--- src/sv/ratf_pkg.sv ---
// Package for the result audit tally: payload structs, codes and constants.
// No dependencies; used by result_audit_tally_fnv_unit.
package ratf_pkg;

	// Configuration register indexes
	localparam int CFG_IDX_W = 2;
	localparam logic [CFG_IDX_W-1:0] CFG_EXPECTED_COUNT = 2'd0;
	localparam logic [CFG_IDX_W-1:0] CFG_EXPECTED_HASH  = 2'd1;
	localparam int EXP_COUNT_W = 13;

	// Class codes
	localparam logic [31:0] CLASS_VISIBLE   = 32'd1;
	localparam logic [31:0] CLASS_OCCLUDED  = 32'd2;
	localparam logic [31:0] CLASS_UNCERTAIN = 32'd3;
	localparam int NUM_REASONS = 5;

	// Statistic ids, in dump order
	localparam int STAT_ID_W = 4;
	localparam logic [STAT_ID_W-1:0] STAT_VISIBLE   = 4'd0;
	localparam logic [STAT_ID_W-1:0] STAT_OCCLUDED  = 4'd1;
	localparam logic [STAT_ID_W-1:0] STAT_UNCERTAIN = 4'd2;
	localparam logic [STAT_ID_W-1:0] STAT_REASON1   = 4'd3;
	localparam logic [STAT_ID_W-1:0] STAT_REASON2   = 4'd4;
	localparam logic [STAT_ID_W-1:0] STAT_REASON3   = 4'd5;
	localparam logic [STAT_ID_W-1:0] STAT_REASON4   = 4'd6;
	localparam logic [STAT_ID_W-1:0] STAT_REASON5   = 4'd7;
	localparam logic [STAT_ID_W-1:0] STAT_INVALID   = 4'd8;
	localparam logic [STAT_ID_W-1:0] STAT_CULL_TRIS = 4'd9;
	localparam logic [STAT_ID_W-1:0] STAT_MAX_MIP   = 4'd10;
	localparam logic [STAT_ID_W-1:0] STAT_TEXELS    = 4'd11;
	localparam logic [STAT_ID_W-1:0] STAT_HASH      = 4'd12;
	localparam logic [STAT_ID_W-1:0] STAT_VALID     = 4'd13;

	// FNV-1a 64: prime is 2^40 + 0x1b3
	localparam logic [63:0] FNV_BASIS       = 64'hcbf29ce484222325;
	localparam int          FNV_PRIME_SHIFT = 40;
	localparam logic [8:0]  FNV_PRIME_LO    = 9'h1b3;

	// Identity bytes folded per item (four 32-bit words)
	localparam int HASH_BYTES = 16;
	localparam int ROUND_W    = 4;

	typedef enum logic [1:0] {
		ST_IDLE,
		ST_HASH,
		ST_DUMP
	} state_t;

	typedef struct packed {
		logic [31:0] class_code;
		logic [31:0] reason_code;
		logic [31:0] mip_level;
		logic [31:0] texel_count;
		logic [31:0] ident_low;
		logic [31:0] ident_high;
		logic [31:0] tri_count;
		logic [31:0] slot_index;
		logic        is_last;
	} in_item_t;

	typedef struct packed {
		logic [STAT_ID_W-1:0] stat_id;
		logic [63:0]          stat_value;
		logic                 stat_last;
	} out_item_t;

endpackage

--- src/sv/result_audit_tally_fnv_unit.sv ---
// Result audit tally top level: class/reason counters, sums, max mip and a
// byte-serial FNV-1a 64 identity hash with a 14-item statistics dump. Uses ratf_pkg.
//
// An item is taken when start is high and busy is low. The counters, sums and
// slot check settle at that edge; the identity hash then runs one byte round
// per cycle through a single shared xor-multiply unit, 16 rounds, with busy
// held high until they are done. On an item marked last the block then
// emits 14 statistics on res, one per cycle with res_stb high, stat_last set
// on the final one, and clears its tallies; busy stays high in the dump state
// as well. Results cannot be stalled: the receiver must take each one in the
// cycle it is strobed. Configuration writes are taken at any edge with cfg_we
// high and should be made while busy is low.
module result_audit_tally_fnv_unit
	import ratf_pkg::*;
#(
	parameter int MAX_ITEMS = 4096
) (
	input  logic                 clk,
	input  logic                 arst_n,
	input  logic                 start,
	output logic                 busy,
	input  in_item_t             item,
	input  logic                 cfg_we,
	input  logic [CFG_IDX_W-1:0] cfg_index,
	input  logic [63:0]          cfg_data,
	output logic                 res_stb,
	output out_item_t            res
);

	localparam int CNT_W = $clog2(MAX_ITEMS + 1);
	localparam int INV_W = $clog2(2 * MAX_ITEMS + 1);
	localparam int SUM_W = CNT_W + 2;
	localparam logic [CNT_W-1:0] CAP     = CNT_W'(MAX_ITEMS);
	localparam logic [INV_W-1:0] INV_CAP = INV_W'(2 * MAX_ITEMS);

	// Configuration registers
	logic [EXP_COUNT_W-1:0] exp_count_q;
	logic [63:0]            exp_hash_q;

	// Tally state
	logic [CNT_W-1:0] class_q [3];
	logic [CNT_W-1:0] reason_q [NUM_REASONS];
	logic [INV_W-1:0] invalid_q;
	logic [63:0]      cull_tris_q;
	logic [31:0]      max_mip_q;
	logic [63:0]      texel_q;
	logic [63:0]      hash_q;
	logic [CNT_W-1:0] pos_q;

	// Sequencer
	state_t               state_q, state_d;
	logic [ROUND_W-1:0]   round_q;
	logic [STAT_ID_W-1:0] stat_q;
	logic [127:0]         words_q;
	logic                 last_q;
	logic                 accept;
	logic                 dump_end;

	// Outputs
	logic      res_stb_q;
	out_item_t res_q;

	// Per-item tally logic
	logic             cls_invalid;
	logic             slot_bad;
	logic [INV_W-1:0] inv_step1, inv_step2;

	// Hash round unit
	logic [63:0] hash_x;
	logic [72:0] hash_lo;
	logic [63:0] hash_next;

	// Dump mux
	logic [SUM_W-1:0] class_sum;
	logic             run_valid;
	logic [63:0]      stat_value;

	assign accept   = start && (state_q == ST_IDLE);
	assign dump_end = (state_q == ST_DUMP) && (stat_q == STAT_VALID);

	// Configuration writes; unknown indexes are ignored
	always_ff @(posedge clk or negedge arst_n) begin
		if (!arst_n) begin
			exp_count_q <= '0;
			exp_hash_q  <= '0;
		end else if (cfg_we) begin
			case (cfg_index)
				CFG_EXPECTED_COUNT: exp_count_q <= cfg_data[EXP_COUNT_W-1:0];
				CFG_EXPECTED_HASH:  exp_hash_q  <= cfg_data;
				default: ;
			endcase
		end
	end

	// Invalid count may step twice per item: bad class, then slot mismatch
	assign cls_invalid = !(item.class_code inside
		{CLASS_VISIBLE, CLASS_OCCLUDED, CLASS_UNCERTAIN});
	assign slot_bad  = item.slot_index != 32'(pos_q);
	assign inv_step1 = (cls_invalid && invalid_q < INV_CAP) ? invalid_q + 1'b1 : invalid_q;
	assign inv_step2 = (slot_bad && inv_step1 < INV_CAP) ? inv_step1 + 1'b1 : inv_step1;

	// One FNV-1a byte round: (h ^ b) * prime, prime split as shift plus 9-bit product
	assign hash_x    = hash_q ^ {56'd0, words_q[7:0]};
	assign hash_lo   = 73'(hash_x) * 73'(FNV_PRIME_LO);
	assign hash_next = (hash_x << FNV_PRIME_SHIFT) + hash_lo[63:0];

	// Tally, hash and clear-after-dump
	always_ff @(posedge clk or negedge arst_n) begin
		if (!arst_n) begin
			for (int i = 0; i < 3; i++) class_q[i] <= '0;
			for (int i = 0; i < NUM_REASONS; i++) reason_q[i] <= '0;
			invalid_q   <= '0;
			cull_tris_q <= '0;
			max_mip_q   <= '0;
			texel_q     <= '0;
			hash_q      <= FNV_BASIS;
			pos_q       <= '0;
		end else if (dump_end) begin
			for (int i = 0; i < 3; i++) class_q[i] <= '0;
			for (int i = 0; i < NUM_REASONS; i++) reason_q[i] <= '0;
			invalid_q   <= '0;
			cull_tris_q <= '0;
			max_mip_q   <= '0;
			texel_q     <= '0;
			hash_q      <= FNV_BASIS;
			pos_q       <= '0;
		end else if (accept) begin
			case (item.class_code)
				CLASS_VISIBLE: begin
					if (class_q[0] < CAP) class_q[0] <= class_q[0] + 1'b1;
				end
				CLASS_OCCLUDED: begin
					if (class_q[1] < CAP) class_q[1] <= class_q[1] + 1'b1;
					cull_tris_q <= cull_tris_q + 64'(item.tri_count);
				end
				CLASS_UNCERTAIN: begin
					if (class_q[2] < CAP) class_q[2] <= class_q[2] + 1'b1;
					for (int r = 0; r < NUM_REASONS; r++) begin
						if (item.reason_code == 32'(r + 1) && reason_q[r] < CAP)
							reason_q[r] <= reason_q[r] + 1'b1;
					end
				end
				default: ;
			endcase
			invalid_q <= inv_step2;
			if (item.mip_level > max_mip_q) max_mip_q <= item.mip_level;
			texel_q <= texel_q + 64'(item.texel_count);
			if (pos_q < CAP) pos_q <= pos_q + 1'b1;
		end else if (state_q == ST_HASH) begin
			hash_q <= hash_next;
		end
	end

	// Sequencer registers
	always_ff @(posedge clk or negedge arst_n) begin
		if (!arst_n) begin
			state_q <= ST_IDLE;
			round_q <= '0;
			stat_q  <= '0;
			last_q  <= 1'b0;
		end else begin
			state_q <= state_d;
			if (accept) begin
				round_q <= '0;
				last_q  <= item.is_last;
			end else if (state_q == ST_HASH) begin
				round_q <= round_q + 1'b1;
			end
			if (state_q == ST_DUMP) stat_q <= stat_q + 1'b1;
			else stat_q <= STAT_VISIBLE;
		end
	end

	// Identity words, low byte first
	always_ff @(posedge clk) begin
		if (accept)
			words_q <= {item.slot_index, item.tri_count, item.ident_high, item.ident_low};
		else if (state_q == ST_HASH)
			words_q <= {8'd0, words_q[127:8]};
	end

	// Next state
	always_comb begin
		state_d = state_q;
		case (state_q)
			ST_IDLE: begin
				if (start) state_d = ST_HASH;
			end
			ST_HASH: begin
				if (round_q == ROUND_W'(HASH_BYTES - 1))
					state_d = last_q ? ST_DUMP : ST_IDLE;
			end
			ST_DUMP: begin
				if (stat_q == STAT_VALID) state_d = ST_IDLE;
			end
			default: state_d = ST_IDLE;
		endcase
	end

	assign busy = state_q != ST_IDLE;

	// Statistic select
	assign class_sum = SUM_W'(class_q[0]) + SUM_W'(class_q[1]) + SUM_W'(class_q[2]);
	assign run_valid = (invalid_q == '0) && (32'(class_sum) == 32'(exp_count_q)) &&
		(hash_q == exp_hash_q);

	always_comb begin
		case (stat_q)
			STAT_VISIBLE:   stat_value = 64'(class_q[0]);
			STAT_OCCLUDED:  stat_value = 64'(class_q[1]);
			STAT_UNCERTAIN: stat_value = 64'(class_q[2]);
			STAT_REASON1:   stat_value = 64'(reason_q[0]);
			STAT_REASON2:   stat_value = 64'(reason_q[1]);
			STAT_REASON3:   stat_value = 64'(reason_q[2]);
			STAT_REASON4:   stat_value = 64'(reason_q[3]);
			STAT_REASON5:   stat_value = 64'(reason_q[4]);
			STAT_INVALID:   stat_value = 64'(invalid_q);
			STAT_CULL_TRIS: stat_value = cull_tris_q;
			STAT_MAX_MIP:   stat_value = 64'(max_mip_q);
			STAT_TEXELS:    stat_value = texel_q;
			STAT_HASH:      stat_value = hash_q;
			STAT_VALID:     stat_value = 64'(run_valid);
			default:        stat_value = '0;
		endcase
	end

	// Registered result port
	always_ff @(posedge clk or negedge arst_n) begin
		if (!arst_n) res_stb_q <= 1'b0;
		else res_stb_q <= state_q == ST_DUMP;
	end

	always_ff @(posedge clk) begin
		res_q.stat_id    <= stat_q;
		res_q.stat_value <= stat_value;
		res_q.stat_last  <= stat_q == STAT_VALID;
	end

	assign res_stb = res_stb_q;
	assign res     = res_q;

endmodule

--- config.mk ---
export PLATFORM = sky130hd
export DESIGN_NAME = result_audit_tally_fnv_unit
export DESIGN_NICKNAME = d
export VERILOG_FILES = /design/src/sv/ratf_pkg.sv /design/src/sv/result_audit_tally_fnv_unit.sv
export SDC_FILE = /design/constraint.sdc
export NUM_CORES = 2
export LEC_CHECK = 0
export BUFFER_PORTS_ARGS = -buffer_cell sky130_fd_sc_hd__buf_2
export CORE_ASPECT_RATIO = 0.75
export CORE_UTILIZATION = 55
export DETAILED_ROUTE_END_ITERATION = 12
export PLACE_DENSITY = 0.77
export SLEW_MARGIN = 40
export SYNTH_ARGS = -nofsm -noshare
export SYNTH_HDL_FRONTEND = slang
export SYNTH_SLANG_ARGS = --single-unit
export TNS_END_PERCENT = 1
--- constraint.sdc ---
create_clock -name clk -period 5.4 [get_ports clk]
set_input_delay 1.08 -clock clk [delete_from_list [all_inputs] [get_ports clk]]
set_output_delay 1.08 -clock clk [all_outputs]
set_load 0.01 [all_outputs]
## Yosys cells after proc, flatten, opt, wreduce, memory -nomap -nowiden

Index checks and enable logic that the tools add are counted.

- Register bits after elaboration: 641
- Input bits: 327
- Output and inout bits: 71
- Word-level logic and storage cells: 183

- Add/sub/neg operators: 18
- Multipliers: 1
- Magnitude comparators: 12
- Equal/unequal tests: 32
- Multiplexer cells: 45
- Bitwise operators: 1
- Reductions and logical operators: 49

Operator list:

| operator | number |
|---|---|
| one-hot mux 64 bit (14 select lines) | 1 |
| 2-to-1 mux 64 bit | 8 |
| 2-to-1 mux 128 bit | 2 |
| 2-to-1 mux 65 bit | 3 |
| 2-to-1 mux 13 bit | 14 |
| adder 64 x 32 -> 64 bit | 2 |
| equality test 32 x 2 -> 1 bit (second input constant) | 4 |
| adder 13 x 1 -> 13 bit (second input constant) | 9 |
| less-than comparator 13 bit (second input constant) | 9 |
| 2-to-1 mux 32 bit | 3 |
| 2-to-1 mux 39 bit | 2 |
| adder 64 bit | 1 |
| equality test 32 x 1 -> 1 bit (second input constant) | 2 |
| equality test 32 x 3 -> 1 bit (second input constant) | 2 |
| equality test 64 bit | 1 |
| multiplier 64 x 9 -> 64 bit (second input constant) | 1 |
| bitwise XOR 64 x 8 -> 64 bit | 1 |
| 2-to-1 mux 14 bit | 4 |
| nonzero test 2 bit | 17 |
| > comparator 32 bit | 1 |
| != test 32 x 13 -> 1 bit | 1 |
| adder 14 x 1 -> 14 bit (second input constant) | 2 |
| equality test 4 bit (second input constant) | 7 |
| less-than comparator 14 bit (second input constant) | 2 |
| 22 further kinds | 59 |

## Longest topological paths before layout

- Word-level depth: 10
- Mapped depth: 24

## Worst setup path after synthesis

No wires, ideal clock.

- Path kind: register -> register
- Start: register hash_q[7]
- End: register hash_q[51]
- Setup time: 0.126 ns
- Data arrival time: 5.454 ns
- Required time: 5.274 ns
- Slack: -0.179 ns
- Stages on the path, launching flop included: 23
- Buffers on the path: 3
- Cell sequence: dfrtp_1 clkbuf_1 xor2_1 ha_1 clkbuf_1 xor2_1 ha_1 fa_1 inv_1 fa_1 inv_1 ha_1 ha_1 clkbuf_1 nand4_1 nor4_1 and3_1 a211oi_1 o31a_1 o31a_1 o41ai_1 mux2i_1 nand2_1

- Longest elaborated chain between the ends: 6

Ends and longest elaborated chain:

| element | RTL line | text |
|---|---|---|
| start, declared | result_audit_tally_fnv_unit.sv:47 | `logic [63:0] hash_q;` |
| start signal, assigned | result_audit_tally_fnv_unit.sv:150 | `hash_q <= hash_next;` |
| bitwise XOR 64 x 8 -> 64 bit * | result_audit_tally_fnv_unit.sv:103 | `assign hash_x = hash_q ^ {56'd0, words_q[7:0]};` |
| multiplier 64 x 9 -> 64 bit | result_audit_tally_fnv_unit.sv:104 | `assign hash_lo = 73'(hash_x) * 73'(FNV_PRIME_LO);` |
| adder 64 bit * | result_audit_tally_fnv_unit.sv:105 | `assign hash_next = (hash_x << FNV_PRIME_SHIFT) + hash_lo[63:0];` |
| 2-to-1 mux 64 bit * | result_audit_tally_fnv_unit.sv:149 | `end else if (state_q == ST_HASH) begin` |
| 2-to-1 mux 64 bit * | result_audit_tally_fnv_unit.sv:127 | `end else if (accept) begin` |
| 2-to-1 mux 64 bit * | result_audit_tally_fnv_unit.sv:118 | `end else if (dump_end) begin` |

Mark *: on every way between the ends. The rest lies on a longest branch, timed or not. The select of a mux whose other input is x is not followed.
A chain may end at the register's enable or synchronous reset.

## Worst setup path in the final report

- Start: register hash_q[43]
- End: register hash_q[55]

- Longest elaborated chain between the ends: 6

Ends and longest elaborated chain:

| element | RTL line |
|---|---|
| bitwise XOR 64 x 8 -> 64 bit | result_audit_tally_fnv_unit.sv:103 |
| multiplier 64 x 9 -> 64 bit | result_audit_tally_fnv_unit.sv:104 |
| adder 64 bit | result_audit_tally_fnv_unit.sv:105 |
| 2-to-1 mux 64 bit | result_audit_tally_fnv_unit.sv:149 |
| 2-to-1 mux 64 bit | result_audit_tally_fnv_unit.sv:127 |
| 2-to-1 mux 64 bit | result_audit_tally_fnv_unit.sv:118 |

No other way between the ends. The select of a mux whose other input is x is not followed.

==> results.toml <==
[outcome]
outcome = "finished, violations left"
failed_checks = "negative setup slack"

[sta]
max_freq_mhz = 181.3
timing.final.hold_violations = 0
final_min_period_over_clock_period = 1.022
grt_setup_unrepaired = "true"
tns_ns = -0.4499
worstMarginPinSlew_ns = 0.9684
report.final.slew_viol_count = 0
timing.slew.headroom = 0.3520
timing.final.ws_setup_ns = -0.1168
period_minus_slack_ns = 5.517
timing.final.setup_violations = 9
fin_worst_skew_ns = 0.02687

[synthesis]
asyncSetResetFlopFracSynth = 0.6927
synthSimpleGateAreaFrac = 0.1557
synth_compound_area_frac = 0.1329
synth_top_family_by_area = "adder cells"
synth_xor_xnor_area_share = 0.07369
yosys.area_share.adder = 0.1852
synthesis.nets = 5848
synth.yosys.warnings = 0
yosys-mux-area-fraction = 0.03207
post_synth_inst_count = 4974
synthFlopType = "sky130_fd_sc_hd__dfrtp_1"
syn_avg_cell_area_um2 = 9.271
number_of_enable_flip_flop_cells_after_synthesis = 128
mappedNetlistArea_um2 = 46110
synthDistinctLibCells = 91
synth-seq-cells = 641
ys_seq_area_frac = 0.3550

[cells_and_area]
most_common_cell_after_layout_fill_and_taps_aside = "sky130_fd_sc_hd__nand2_1"
final_layout_size_suffix_gt1_frac = 0.2122
area_delta_synth_final_pct = 19.20
commonest_non_fill_non_tap_cells_in_the_layout = "sky130_fd_sc_hd__nand2_1, sky130_fd_sc_hd__inv_1, sky130_fd_sc_hd__dfrtp_1, sky130_fd_sc_hd__buf_2, sky130_fd_sc_hd__buf_4"
finish.net_count = 6467
num-fill-cells = 6637
fin_area_um2 = 54970

[die]
top_level_ports = 398
rows = 91
die_width_um = 336.4
die-area_um2 = 85020
initial_cell_density_of_the_core = 0.5579
die_height_um = 252.8
fp.coreArea_um2 = 82660

[worst_setup_path]
path_cells = "buf_4 -> ha_4 -> inv_2 -> fa_1 -> inv_1 -> fa_1 -> inv_1 -> fa_2 -> fa_1 -> inv_1 -> ha_2 -> a21o_1 -> a21o_1 -> a221o_1 -> a21o_1 -> a211oi_2 -> o211ai_1 -> a31oi_1 -> buf_4 -> buf_4 -> buf_4 -> buf_4 -> xor2_1 -> a21oi_1"
timing.critical_path.from = "hash_q[43]$_DFFE_PN1P_"
worst-endpoint-required_ns = 5.93
worstReg2RegEnd = "hash_q[55]$_DFFE_PN1P_"
cp_data_arrival_time_ns = 6.05
ff2ff_path_depth = 24
worst_setup_path_endpoint = "hash_q[55]$_DFFE_PN1P_"
timing.critical_path.mode_cell = "sky130_fd_sc_hd__buf_4"
cp-end-kind = "register"
cp_slowest_stage_delay_ns = 0.56
worst_setup_path_start_kind = "register"
startpoint_of_the_worst_slack_reg_to_reg_timing_path = "hash_q[43]$_DFFE_PN1P_"
cpMaxStageDelayCell = "sky130_fd_sc_hd__dfstp_2"
worst-r2r-setup-slack_ns = -0.12
critPathMaxFanout = 3
timing.setup.critical_path_class = "register to register"

[clock_network]
cts_sinks = 641
clkSlewWorstSetupHoldPaths_ns = 0.06
htree_levels = 3
cts.hold.buffers_added = 0
cts_made_buffers = 69
clk_path_buf_depth = 3
tritoncts = "built"
cts_root_buf = "sky130_fd_sc_hd__clkbuf_16"
clk_latency_ns = 0.65

[route]
antenna_violating_nets_post_route = 0
wl_um = 159200
wl_per_cell_um = 23.53
dr.first_iter.drc_count = 5245
drt_pre_antenna_iters = 8
route.vias.total = 40960
drc_errors = 0
drt-vias-per-instance = 6.053

[global_routing]
first_global_vias = 38580
overall_fraction_of_global_route_tracks_in_use = 0.3688
antenna_found_initial = 8
grt_overflow = 0
grt_max_degree = 105
first_pass_grt_wire_length_um = 235100

[place]
gpl.final_weighted_congestion = 1.070
buffer_ports.inserted = 397
dp.final_hpwl_um = 124200
pre_cts_slack_ns = -0.2161
dpl_cell_area_um2 = 51420

[run]
drv.max_cap_violation_count = 0

[min_path]
hold_path_class = "primary input to async pin"
[worst min-delay path by stage]
stage	from	to	slack [ns]	cells past startpoint
after floorplan	stat_q[2]$_DFF_PN0_	res[67]$_DFF_P_	0.35	0
after global placement	stat_q[1]$_DFF_PN0_	res[66]$_DFF_P_	0.44	0
after detailed placement	stat_q[1]$_DFF_PN0_	res[66]$_DFF_P_	0.47	0
after CTS	arst_n	exp_hash_q[21]$_DFFE_PN0P_	0.47	1
after global routing	arst_n	exp_hash_q[21]$_DFFE_PN0P_	0.49	1
final	arst_n	exp_hash_q[21]$_DFFE_PN0P_	0.44	1
[Yosys cell counts (all sizes together) (8+ instances only)]
master   count  area [um^2]
o31ai       25        192.7
or2         12        75.07
xor2       193         1690
nor4        46        309.0
nor3        46        235.2
a21o       103        773.2
nor2       301         1130
nor4b       10        117.6
fa         226         4524
or3         31        198.9
o21a        20        150.1
mux2       110         1239
and2        31        193.9
nor3b       14        105.1
mux2i       24        240.2
and3        57        364.1
a221oi      26        227.7
o211ai      16        120.1
nand3      174        870.8
dfrtp      416        10410
a21oi      180        900.9
inv        595         2233
a31oi       33        206.5
nand2b      10        62.56
ha         321         4016
o21bai      19        142.6
nor2b       27        168.9
o21ai      236         1181
o2111ai      8        76.32
clkbuf     179        671.9
a211oi      24        180.2
a2111oi     10        87.58
a222oi      43        430.4
nand4       89        563.0
edfxtp     128         3844
a22oi       76        570.6
dfxtp       69         1381
nand2      652         2450
and4        19        166.4
buf         28        110.1
xnor2      195         1708
o22ai       19        118.9
dfstp       28        735.7
a22o        18        157.7
[worst max-delay path: cells and delay by family, from the launching register on]
kind	cells	cell delay, ns
XOR/XNOR	1	0.16
AO/OA/AOI/OAI	8	1.51
buffers and inverters	9	0.83
flip-flops	1	0.56
adder cells (fa/ha/maj)	6	2.34
[timing repair]
action	CTS	global route
gates resized for setup	22	148
setup endpoints to repair	20	36
setup buffers	5	13
pin swaps	13	71
[cell families (layout without fill, tap and decap cells)]
kind of cell               after synthesis  in the layout
muxes                                  134            134
buffers and inverters                  802           1477
adders and majority gates              547            547
and+or+nand+nor                       1538           1538
DFF                                    641            641
xor gates and xnor gates               388            388
other                                    0              1
AOI/OAI and AO/OA                      924            924
[metrics by stage]
| step | hold slack [ns] | util | instances |
|---|---|---|---|
| after detailed placement | 0.4678 | 0.6221 | 6620 |
| after global routing | 0.4894 | 0.6649 | 6765 |
| after floorplan | 0.3454 | - | 4974 |
| after CTS | 0.4682 | 0.6530 | 6752 |
| final | 0.4364 | 0.6650 | 6766 |
| after global placement | 0.4407 | 0.6218 | 6620 |
[sequential cells by signal (all words and copies together) (netlist names)]
signal,cells
words_q,128
res,69
reason_q,65
cull_tris_q,64
exp_hash_q,64
hash_q,64
texel_q,64
class_q,39
max_mip_q,32
invalid_q,14
exp_count_q,13
pos_q,13
round_q,4
stat_q,4
state_q,2
last_q,1
res_stb,1
[routing by layer]
layer | up-vias | global-route usage | wire length, um
met1 | 19910 | 0.5412 | 66670
li1 | 18300 | - | -
met2 | 2358 | 0.5135 | 65360
met5 | - | 0 | 67
met3 | 380 | 0.1112 | 20930
met4 | 10 | 0.1246 | 6178
[area by class of cell]
type,instances,area [um^2],share of cell area
multi-input cells,3531,27770,0.5052
flip-flops and latches,641,16380,0.2980
repair buffers,755,4753,0.08647
inverters,595,2233,0.04063
clock buffers,101,2178,0.03963
well taps,1116,1396,0.02540
clock inverters,26,252.7,0.004598
diodes,1,2.502,0.00004552
Power is left out: the tool's default activity adds up to more than one toggle a clock period on the data nets, which glitch-free logic cannot reach.
